### src/hdl/bd_pkg.sv
// Package for the bounded deque: sizes, operation codes and shared types.
// Used by the channel interfaces and by the bounded_deque top level.
`timescale 1ns / 1ps

package bd_pkg;

  // Ring store size and word width.
  localparam int DEPTH      = 16;
  localparam int DATA_WIDTH = 32;
  localparam int ADDR_W     = (DEPTH > 1) ? $clog2(DEPTH) : 1;
  localparam int CNT_W      = 5;
  localparam int CAP_W      = 5;
  localparam int FUNC_W     = 2;

  // Capacity after reset.
  localparam logic [CAP_W-1:0] CAP_RESET = CAP_W'(16);

  // Operation codes carried by the func field.
  typedef enum logic [FUNC_W-1:0] {
    FUNC_PUSH_BACK  = 2'd0,
    FUNC_PUSH_FRONT = 2'd1,
    FUNC_POP_BACK   = 2'd2,
    FUNC_POP_FRONT  = 2'd3
  } func_t;

  typedef logic [ADDR_W-1:0] addr_t;
  typedef logic [CNT_W-1:0]  count_t;

  // Next and previous slot in the ring.
  function automatic addr_t slot_next(addr_t a);
    addr_t r;
    if (a == addr_t'(DEPTH - 1)) r = '0;
    else                         r = a + addr_t'(1);
    return r;
  endfunction

  function automatic addr_t slot_prev(addr_t a);
    addr_t r;
    if (a == '0) r = addr_t'(DEPTH - 1);
    else         r = a - addr_t'(1);
    return r;
  endfunction

endpackage

### src/hdl/bd_if.sv
// Valid/ready channel interfaces of the bounded deque: request, response, config.
// Depends on bd_pkg for widths.
`timescale 1ns / 1ps

interface bd_req_if import bd_pkg::*; ();
  logic                  valid;
  logic                  ready;
  logic [FUNC_W-1:0]     func;
  logic [DATA_WIDTH-1:0] push_value;

  modport source (output valid, output func, output push_value, input ready);
  modport sink   (input valid, input func, input push_value, output ready);
endinterface

interface bd_rsp_if import bd_pkg::*; ();
  logic                  valid;
  logic                  ready;
  logic                  ok;
  logic [DATA_WIDTH-1:0] pop_value;
  logic [CNT_W-1:0]      count_now;

  modport source (output valid, output ok, output pop_value, output count_now,
                  input ready);
  modport sink   (input valid, input ok, input pop_value, input count_now,
                  output ready);
endinterface

interface bd_cfg_if import bd_pkg::*; ();
  logic             valid;
  logic             ready;
  logic [CAP_W-1:0] capacity;

  modport source (output valid, output capacity, input ready);
  modport sink   (input valid, input capacity, output ready);
endinterface

### src/hdl/bounded_deque.sv
// Top level of the bounded deque: ring store memory, pointers and result stages.
// Depends on bd_pkg and the channel interfaces in bd_if.sv.
`timescale 1ns / 1ps

// A bounded double-ended queue of 32-bit words in a 16-entry ring store.
// Each request item pushes or pops at either end; each produces exactly one
// response item with a success flag, the popped word (zero otherwise) and
// the count after the operation. Pointers and the count update at the edge
// that accepts the item, and the store is read or written at that same edge,
// so an item may be accepted every cycle unless both result stages are full
// and the response is stalled. A response passes through the registered memory
// read and then the output register. The capacity register may be written at any time the deque is
// idle; values above 16 act as 16 and zero makes every push fail.

module bounded_deque
  import bd_pkg::*;
(
  input  logic         clk,
  input  logic         rst,
  bd_req_if.sink       req,
  bd_rsp_if.source     rsp,
  bd_cfg_if.sink       cfg
);

  // Ring store, read data registered.
  logic [DATA_WIDTH-1:0] mem [DEPTH];
  logic [DATA_WIDTH-1:0] rd_data;

  // Pointers, count and capacity.
  addr_t            front_index;
  addr_t            back_index;
  count_t           entry_count;
  logic [CAP_W-1:0] capacity;

  // Stage after acceptance, waiting on the memory read.
  logic   s1_valid;
  logic   s1_ok;
  logic   s1_pop;
  count_t s1_count;

  // Decoded request.
  func_t                 op;
  logic                  is_push;
  count_t                limit;
  logic                  op_ok;
  logic                  accept;
  logic                  advance;
  logic                  wr_en;
  logic                  rd_en;
  addr_t                 wr_addr;
  addr_t                 rd_addr;
  addr_t                 front_index_next;
  addr_t                 back_index_next;
  count_t                entry_count_next;

  assign cfg.ready = 1'b1;

  // The first stage moves on when the output register is empty or drained.
  assign advance   = s1_valid && (!rsp.valid || rsp.ready);
  assign req.ready = !s1_valid || !rsp.valid || rsp.ready;
  assign accept    = req.valid && req.ready;

  // Decode the operation and decide whether it succeeds.
  always_comb begin
    op      = func_t'(req.func);
    is_push = (op == FUNC_PUSH_BACK) || (op == FUNC_PUSH_FRONT);
    if (capacity > CAP_W'(DEPTH)) limit = count_t'(DEPTH);
    else                          limit = count_t'(capacity);
    if (is_push) op_ok = entry_count < limit;
    else         op_ok = entry_count != '0;
  end

  // Next pointers and memory addresses for the accepted item.
  always_comb begin
    front_index_next = front_index;
    back_index_next  = back_index;
    entry_count_next = entry_count;
    wr_en            = 1'b0;
    rd_en            = 1'b0;
    wr_addr          = back_index;
    rd_addr          = front_index;
    if (accept && op_ok) begin
      unique case (op)
        FUNC_PUSH_BACK: begin
          wr_en            = 1'b1;
          wr_addr          = back_index;
          back_index_next  = slot_next(back_index);
          entry_count_next = entry_count + count_t'(1);
        end
        FUNC_PUSH_FRONT: begin
          wr_en            = 1'b1;
          wr_addr          = slot_prev(front_index);
          front_index_next = slot_prev(front_index);
          entry_count_next = entry_count + count_t'(1);
        end
        FUNC_POP_BACK: begin
          rd_en            = 1'b1;
          rd_addr          = slot_prev(back_index);
          back_index_next  = slot_prev(back_index);
          entry_count_next = entry_count - count_t'(1);
        end
        FUNC_POP_FRONT: begin
          rd_en            = 1'b1;
          rd_addr          = front_index;
          front_index_next = slot_next(front_index);
          entry_count_next = entry_count - count_t'(1);
        end
        default: ;
      endcase
    end
  end

  // Ring store: at most one write or one read per accepted item.
  always_ff @(posedge clk) begin
    if (wr_en) mem[wr_addr] <= req.push_value;
    if (rd_en) rd_data <= mem[rd_addr];
  end

  // Control state, capacity and the two result stages.
  always_ff @(posedge clk) begin
    if (rst) begin
      front_index <= '0;
      back_index  <= '0;
      entry_count <= '0;
      capacity    <= CAP_RESET;
      s1_valid    <= 1'b0;
      rsp.valid   <= 1'b0;
    end else begin
      front_index <= front_index_next;
      back_index  <= back_index_next;
      entry_count <= entry_count_next;
      if (cfg.valid && cfg.ready) capacity <= cfg.capacity;

      if (accept)       s1_valid <= 1'b1;
      else if (advance) s1_valid <= 1'b0;

      if (advance)        rsp.valid <= 1'b1;
      else if (rsp.ready) rsp.valid <= 1'b0;
    end
  end

  // Payload of the result stages.
  always_ff @(posedge clk) begin
    if (accept) begin
      s1_ok    <= op_ok;
      s1_pop   <= !is_push;
      s1_count <= entry_count_next;
    end
    if (advance) begin
      rsp.ok        <= s1_ok;
      rsp.pop_value <= (s1_ok && s1_pop) ? rd_data : '0;
      rsp.count_now <= s1_count;
    end
  end

  // The count never passes the store depth.
  a_count_bound: assert property (@(posedge clk) disable iff (rst)
    entry_count <= count_t'(DEPTH))
    else $error("entry count exceeds depth");

  // Pointer distance matches the count modulo the depth.
  a_ptr_count: assert property (@(posedge clk) disable iff (rst)
    addr_t'(back_index - front_index) == addr_t'(entry_count))
    else $error("pointers disagree with count");

  // The count moves by at most one per accepted item, and not at all otherwise.
  a_count_step: assert property (@(posedge clk) disable iff (rst)
    !accept |=> entry_count == $past(entry_count))
    else $error("count changed without an item");

  // Requests are refused only while both result stages are full and stalled.
  a_ready_stall: assert property (@(posedge clk) disable iff (rst)
    !req.ready |-> (s1_valid && rsp.valid && !rsp.ready))
    else $error("request refused without a stall");

  // A stalled successful pop keeps its memory read data.
  a_s1_hold: assert property (@(posedge clk) disable iff (rst)
    (s1_valid && s1_ok && s1_pop && !advance) |=> $stable(rd_data))
    else $error("pending read data lost during stall");

endmodule

### src/flat_wrapper.sv
// flat-port wrapper written by rule: the top's interface ports become plain ports
module bounded_deque_flat import bd_pkg::*;
  (clk, rst, req_valid, req_func, req_push_value, req_ready, rsp_valid, rsp_ok, rsp_pop_value, rsp_count_now, rsp_ready, cfg_valid, cfg_capacity, cfg_ready);
  bd_req_if req_i ();
  bd_rsp_if rsp_i ();
  bd_cfg_if cfg_i ();
  input  logic clk;
  input  logic rst;
  input wire logic [$bits(req_i.valid)-1:0] req_valid;
  input wire logic [$bits(req_i.func)-1:0] req_func;
  input wire logic [$bits(req_i.push_value)-1:0] req_push_value;
  output wire logic [$bits(req_i.ready)-1:0] req_ready;
  output wire logic [$bits(rsp_i.valid)-1:0] rsp_valid;
  output wire logic [$bits(rsp_i.ok)-1:0] rsp_ok;
  output wire logic [$bits(rsp_i.pop_value)-1:0] rsp_pop_value;
  output wire logic [$bits(rsp_i.count_now)-1:0] rsp_count_now;
  input wire logic [$bits(rsp_i.ready)-1:0] rsp_ready;
  input wire logic [$bits(cfg_i.valid)-1:0] cfg_valid;
  input wire logic [$bits(cfg_i.capacity)-1:0] cfg_capacity;
  output wire logic [$bits(cfg_i.ready)-1:0] cfg_ready;
  assign req_i.valid = req_valid;
  assign req_i.func = req_func;
  assign req_i.push_value = req_push_value;
  assign req_ready = req_i.ready;
  assign rsp_valid = rsp_i.valid;
  assign rsp_ok = rsp_i.ok;
  assign rsp_pop_value = rsp_i.pop_value;
  assign rsp_count_now = rsp_i.count_now;
  assign rsp_i.ready = rsp_ready;
  assign cfg_i.valid = cfg_valid;
  assign cfg_i.capacity = cfg_capacity;
  assign cfg_ready = cfg_i.ready;
  bounded_deque u_core (.clk(clk), .rst(rst), .req(req_i), .rsp(rsp_i), .cfg(cfg_i));
endmodule
### config.mk
export PLATFORM = sky130hd
export DESIGN_NAME = bounded_deque_flat
export DESIGN_NICKNAME = d
export VERILOG_FILES = /design/src/hdl/bd_pkg.sv /design/src/hdl/bd_if.sv /design/src/hdl/bounded_deque.sv /design/src/flat_wrapper.sv
export SDC_FILE = /design/constraint.sdc
export NUM_CORES = 1
export LEC_CHECK = 0
export BUFFER_PORTS_ARGS = -buffer_cell sky130_fd_sc_hd__buf_2
export CAP_MARGIN = 20
export CORE_MARGIN = 2
export CORE_UTILIZATION = 55
export CTS_CLUSTER_DIAMETER = 60
export DETAILED_ROUTE_END_ITERATION = 8
export GPL_ROUTABILITY_DRIVEN = 1
export PLACE_DENSITY = 0.78
export SLEW_MARGIN = 20
export SYNTH_ARGS = -nofsm -noshare
export SYNTH_HDL_FRONTEND = slang
export SYNTH_SLANG_ARGS = --single-unit
export TNS_END_PERCENT = 20
### constraint.sdc
create_clock -name clk -period 5.9 [get_ports clk]
set_clock_uncertainty 0.05 [all_clocks]
set_input_delay 0.295 -clock clk [delete_from_list [all_inputs] [get_ports clk]]
set_output_delay 0.295 -clock clk [all_outputs]
set_load 0.01 [all_outputs]
* Word-level counts from Yosys, hierarchy flattened
Memories as Yosys holds them, arrays and structs flattened. A register that Yosys moved wholly into a read port is not among the register bits.
Index checks and enable logic that the tools add are counted.
W data, S select, Z words.
** Operators by class
- $add $sub $neg :: 6
- Magnitude comparators :: 2
- Eq/ne operators :: 5
- Muxes and demuxes :: 24
- Reduce and logical (&&, ||, !) cells :: 23
** Operators by type and width (count)
- $mux W4 :: 8
- $pmux W4 S2 :: 2
- $mux W1 :: 11
- $mux W5 :: 2
- $pmux W5 S2 :: 1
- $add A4 B1 Y4 const B :: 2
- $eq A4 B4 Y1 const B :: 2
- $logic_not A4 Y1 :: 2
- $reduce_bool A2 Y1 :: 4
- $sub A4 B1 Y4 const B :: 2
- $add A5 B1 Y5 const B :: 1
- $gt A5 B5 Y1 const B :: 1
- $lt A5 B5 Y1 :: 1
- $reduce_bool A5 Y1 :: 1
- $sub A5 B1 Y5 const B :: 1
- $eq A2 B2 Y1 const B :: 2
- $logic_and A1 B1 Y1 :: 4
- $logic_or A1 B1 Y1 :: 4
- $reduce_and A2 Y1 :: 2
- $reduce_or A2 Y1 :: 2
- $logic_not A1 Y1 :: 3
- $eq A2 B1 Y1 const B :: 1
- $logic_not A2 Y1 :: 1
** Storage, ports and cells
- Register bits :: 65
- Bits in writable memories :: 512
- Input port bits :: 44
- Output and inout port bits :: 41
- Logic and storage cells :: 73
- Memories :: 1
** Memory list
- u_core.mem :: depth 16, bits a word 32, rd ports 1, clocked after Yosys merged registers in 1, write ports 1, line bounded_deque.sv:26 : logic [DATA_WIDTH-1:0] mem [DEPTH];

* Logic depth before layout (Yosys ltp)
- Word-level depth :: 8
- Depth in mapped cells :: 11
- Depth with buffers taken out :: 9

* Worst setup path after synthesis
Ideal clock, no wire load.
- Path kind :: register to register
- Start :: reg u_core.capacity[4]
- End :: mem u_core.mem[4][0] (enable)
- Library setup time :: 0.501 ns
- Data arrival time :: 5.305 ns
- Required time :: 5.349 ns
- Slack :: 0.043 ns
- Stages on the path, launching flop included :: 11
- Path buffers :: 1
- Clock period less this slack :: 5.857 ns
- Cells stage by stage :: dfxtp_1 > inv_1 > nand2_1 > ha_1 > nand2_1 > or3_1 > and3_1 > clkbuf_1 > nand3_1 > mux2_2 > nor4_1
** On the way
- Word-level cells in the longest chain between the ends :: 8
- Elaborated cells on any way between the ends :: 9
- Those cells by class :: order compare (2); mux (6); reduce/logical (1)
** RTL lines
- start, declared :: line bounded_deque.sv:33 : logic [CAP_W-1:0] capacity;
- start signal, assigned :: line bounded_deque.sv:132 : if (cfg.valid && cfg.ready) capacity <= cfg.capacity;
- $gt A5 B5 Y1 :: line bounded_deque.sv:67 : if (capacity > CAP_W'(DEPTH)) limit = count_t'(DEPTH);
- $mux W5 * :: line bounded_deque.sv:67
- $lt A5 B5 Y1 * :: line bounded_deque.sv:69 : if (is_push) op_ok = entry_count < limit;
- $mux W1 * :: line bounded_deque.sv:69
- $logic_and A1 B1 Y1 * :: line bounded_deque.sv:82 : if (accept && op_ok) begin
- $mux W1 :: line bounded_deque.sv:82
- $mux W1 :: line bounded_deque.sv:115 : if (wr_en) mem[wr_addr] <= req.push_value;
- $mux W1 (not written as such) :: line bounded_deque.sv:115
- end, declared :: line bounded_deque.sv:26
Every way passes the cells marked *; elsewhere a longest branch is shown, timed or not.

* Worst setup path in the final report
- Start :: reg u_core.back_index[0]
- End :: reg u_core.rd_data[19] (read register of u_core.mem), data pin
** On the way
- Word-level cells in the longest chain between the ends :: 4
- Elaborated cells on any way between the ends :: 5
- Those cells by class :: add/sub (1); mux (3); reduce/logical (1)
** RTL lines
- start, declared :: line bounded_deque.sv:31 : addr_t back_index;
- start signal, assigned :: line bounded_deque.sv:130 : back_index <= back_index_next;
- $sub A4 B1 Y4 or $logic_not A4 Y1 (tied branches) :: line bd_pkg.sv:40, bd_pkg.sv:39
- $mux W4 * :: line bd_pkg.sv:39 : if (a == '0) r = addr_t'(DEPTH - 1);
- $mux W4 * :: line bounded_deque.sv:83 : unique case (op)
- $mux W4 * :: line bounded_deque.sv:82
- end, declared :: line bounded_deque.sv:27 : logic [DATA_WIDTH-1:0] rd_data;
Marked as above.
A chain may end at the register's enable or synchronous reset.

==> impl_metrics.env <==
export IMPL_drc=0
export IMPL_min_delay_start="req_push_value[28]"
export IMPL_cts_resized=0
export IMPL_drv_slew=0
export IMPL_gp_congestion=0.818
export IMPL_die_x_microns=212
export IMPL_grt_pass1_wl_mm=81.6
export IMPL_hpwl_mm=26.5
export IMPL_routed_wl_mm=54.9
export IMPL_hold_path_end="u_core.mem[6][28]"
export IMPL_ys_seq_elements=609
export IMPL_fmax_ghz=0.254
export IMPL_netlist_top_cells_count="edfxtp_1, a21oi_1, nand2_1"
export IMPL_required_ns=6.20
export IMPL_fin_crit_ns=3.94
export IMPL_path_max_fanout=44
export IMPL_drtIter0Drc=1642
export IMPL_wl_per_cell_microns=24.5
export IMPL_rows=76
export IMPL_stdcell_count=2239
export IMPL_synth_area_leaders="edfxtp_1, mux2i_1, a221oi_1"
export IMPL_core_area_sq_um=42900
export IMPL_cts_buffer_depth=3
export IMPL_hold_path_class="in -> reg"
export IMPL_reg2reg_slack_ns=1.96
export IMPL_grt_max_degree=169
export IMPL_synth_ff_type="edfxtp_1"
export IMPL_worstHoldPathCells=1
export IMPL_io_buffers=83
export IMPL_htreeDepth=2
export IMPL_nets=1661
export IMPL_synth_top_area_share=0.742
export IMPL_clock_root_buffer="clkbuf_16"
export IMPL_dp_slack_ns=1.79
export IMPL_cts_reportedPaths_clkPinSlew_ns=0.06
export IMPL_avgViaCountPerCell=6.28
export IMPL_start_kind="flop"
export IMPL_area_delta_synth_final_pct=15.0
export IMPL_tightest_slew_ns=1.03
export IMPL_vias=14066
export IMPL_dpl_cell_count=2082
export IMPL_irDropWorstVdd_mv=0.245
export IMPL_antenna_found_initial=2
export IMPL_fin_util=0.639
export IMPL_slew_headroom=0.295
export IMPL_grt_usage=0.245
export IMPL_synth_most_common_cell="edfxtp_1"
export IMPL_synth_cell_types=57
export IMPL_synth_top_cell_by_area="edfxtp_1"
export IMPL_fin_crit_sh=0.668
export IMPL_synth_cells=1482
export IMPL_syn_cell_area_sq_um=23800
export IMPL_synthArstFlopShare=0
export IMPL_drt_first_pass_iters=5
export IMPL_fp_dieH_microns=212
export IMPL_r2r_end="u_core.rd_data[19]"
export IMPL_rsz0062_at_grt="no"
export IMPL_synth_edf_count=589
export IMPL_status="finished clean"
export IMPL_setup_ws_ns=1.96
export IMPL_grt_pass1_vias=13627
export IMPL_fin_tns_setup_ns=0
export IMPL_finalSetupViolCount=0
export IMPL_cp_arrival_ns=4.24
export IMPL_antenna_left=0
export IMPL_start_util=0.556
export IMPL_ctsHoldBuffers=48
export IMPL_cts_sink_count=609
export IMPL_gr_total_overflow=0
export IMPL_worst_r2r_cell_count=8
export IMPL_power_density_nw_per_um2=400
export IMPL_io_pins=85
export IMPL_die_area_sq_um=45000
export IMPL_worstSetupPathType="reg -> reg"
export IMPL_end_kind="flop"
export IMPL_drive_gt1_frac=0.149
export IMPL_syn_area_per_cell_sq_um=16.1
export IMPL_cts_tree="done"
export IMPL_synth_warnings=0
export IMPL_clock_latency_ns=0.62
export IMPL_numCtsBuffers=57
export IMPL_synth_nets=1539
export IMPL_yosysSeqAreaShare=0.759
export IMPL_hold_viol=0
export IMPL_maxCapViolCount=0
export IMPL_leakagePower_nw=9.37
export IMPL_r2r_start="u_core.back_index[0]"
export IMPL_postCtsSetupRepairBufs=0
==> power by group <==
| part | leakage (nW) | switching (W) | internal (W) |
|---|---|---|---|
| sequential | 5.50 | 0.000110 | 0.00506 |
| combinational | 2.93 | 0.00135 | 0.000723 |
| clock | 0.932 | 0.00159 | 0.00214 |
==> per-stage QoR <==
step,instance area (sq um),total power (W),hold WS [ns]
floorplan,23800,0.00666,0.344
global placement,25000,0.00720,0.358
detailed placement,25000,0.00727,0.368
CTS,27400,0.0110,0.00619
global route,27400,0.0114,0.0285
finish,27400,0.0110,0.0352
==> state kept, by name, summed over array words and instances, names as in the netlist <==
register,count
u_core.mem,512
u_core.rd_data,32
u_core.rsp.pop_value,32
u_core.capacity,5
u_core.entry_count,5
u_core.rsp.count_now,5
u_core.s1_count,5
u_core.back_index,4
u_core.front_index,4
u_core.rsp.ok,1
u_core.rsp.valid,1
u_core.s1_ok,1
u_core.s1_pop,1
u_core.s1_valid,1
==> layout make-up <==
cell class	count	area, sq um
multi-input combinational	755	5400
antenna	1	2.50
clock buffer	63	1450
tap	585	732
sequential	609	18100
fill	2911	15500
inverter	14	52.6
clock inverter	45	470
timing repair buffer	167	1220
==> critical path, cell delays in order (launching register included) <==
cell and delay (ns):
dfxtp_1 0.50, inv_1 0.11, ha_1 0.33, a2111oi_1 0.65, a21o_4 0.59, buf_4 0.46
mux2i_1 0.26, a221oi_1 0.11, or4_1 0.55
==> placed cells by master (no fill, tap or decap), types with 5 or more instances in the layout <==
cell type      instances
bufinv_16              8
clkbuf_16             57
inv_1                 13
or4_1                 33
ha_1                  12
and2_1                 6
buf_4                 32
mux2i_1              138
nor4_2                 8
nor2_1                25
clkinv_1              10
edfxtp_1             589
dlygate4sd3_1         48
clkinvlp_4             6
o21ai_0                7
a221oi_1             128
dfxtp_1               20
a21oi_1              145
xnor2_1                8
clkinv_2              14
nor3_2                 8
clkbuf_1               6
buf_2                 83
nand2_1              143
and3_1                34
a211oi_1               5
==> kinds of logic after synthesis <==
logic type,Yosys count,synth area share
multiplexers,143,0.0602
AO/OA/AOI/OAI,319,0.0918
other,1,0.000157
flip-flops,609,0.759
buffers and inverters,118,0.0230
adder cells (fa/ha/maj),13,0.00714
XOR/XNOR,8,0.00294
AND/OR/NAND/NOR,271,0.0561
==> worst max path at each step <==
| stage | slack [ns] | to | cells after the start | start |
|---|---|---|---|---|
| 2_1_floorplan | 0.04 | u_core.mem[4][0] | 10 | u_core.capacity[4] |
| 3_3_place_gp | 1.92 | u_core.rd_data[22] | 8 | u_core.back_index[0] |
| 3_5_place_dp | 1.79 | u_core.rd_data[19] | 8 | req_func[1] |
| 4_1_cts | 1.77 | u_core.rd_data[19] | 8 | u_core.back_index[0] |
| 5_1_grt | 1.64 | u_core.rd_data[19] | 8 | u_core.back_index[0] |
| 6_report | 1.96 | u_core.rd_data[19] | 8 | u_core.back_index[0] |
==> layer usage <==
| metal | share of wire | GRT usage | routed length, microns | vias up |
|---|---|---|---|---|
| li1 | - | - | - | 6152 |
| met1 | 0.39 | 0.341 | 21400 | 6981 |
| met2 | 0.48 | 0.392 | 26300 | 802 |
| met3 | 0.097 | 0.0383 | 5300 | 131 |
| met4 | 0.034 | 0.0986 | 1890 | 0 |
| met5 | 0 | 0 | 0 | - |
Note: power is estimated with default switching activity, not from simulation.
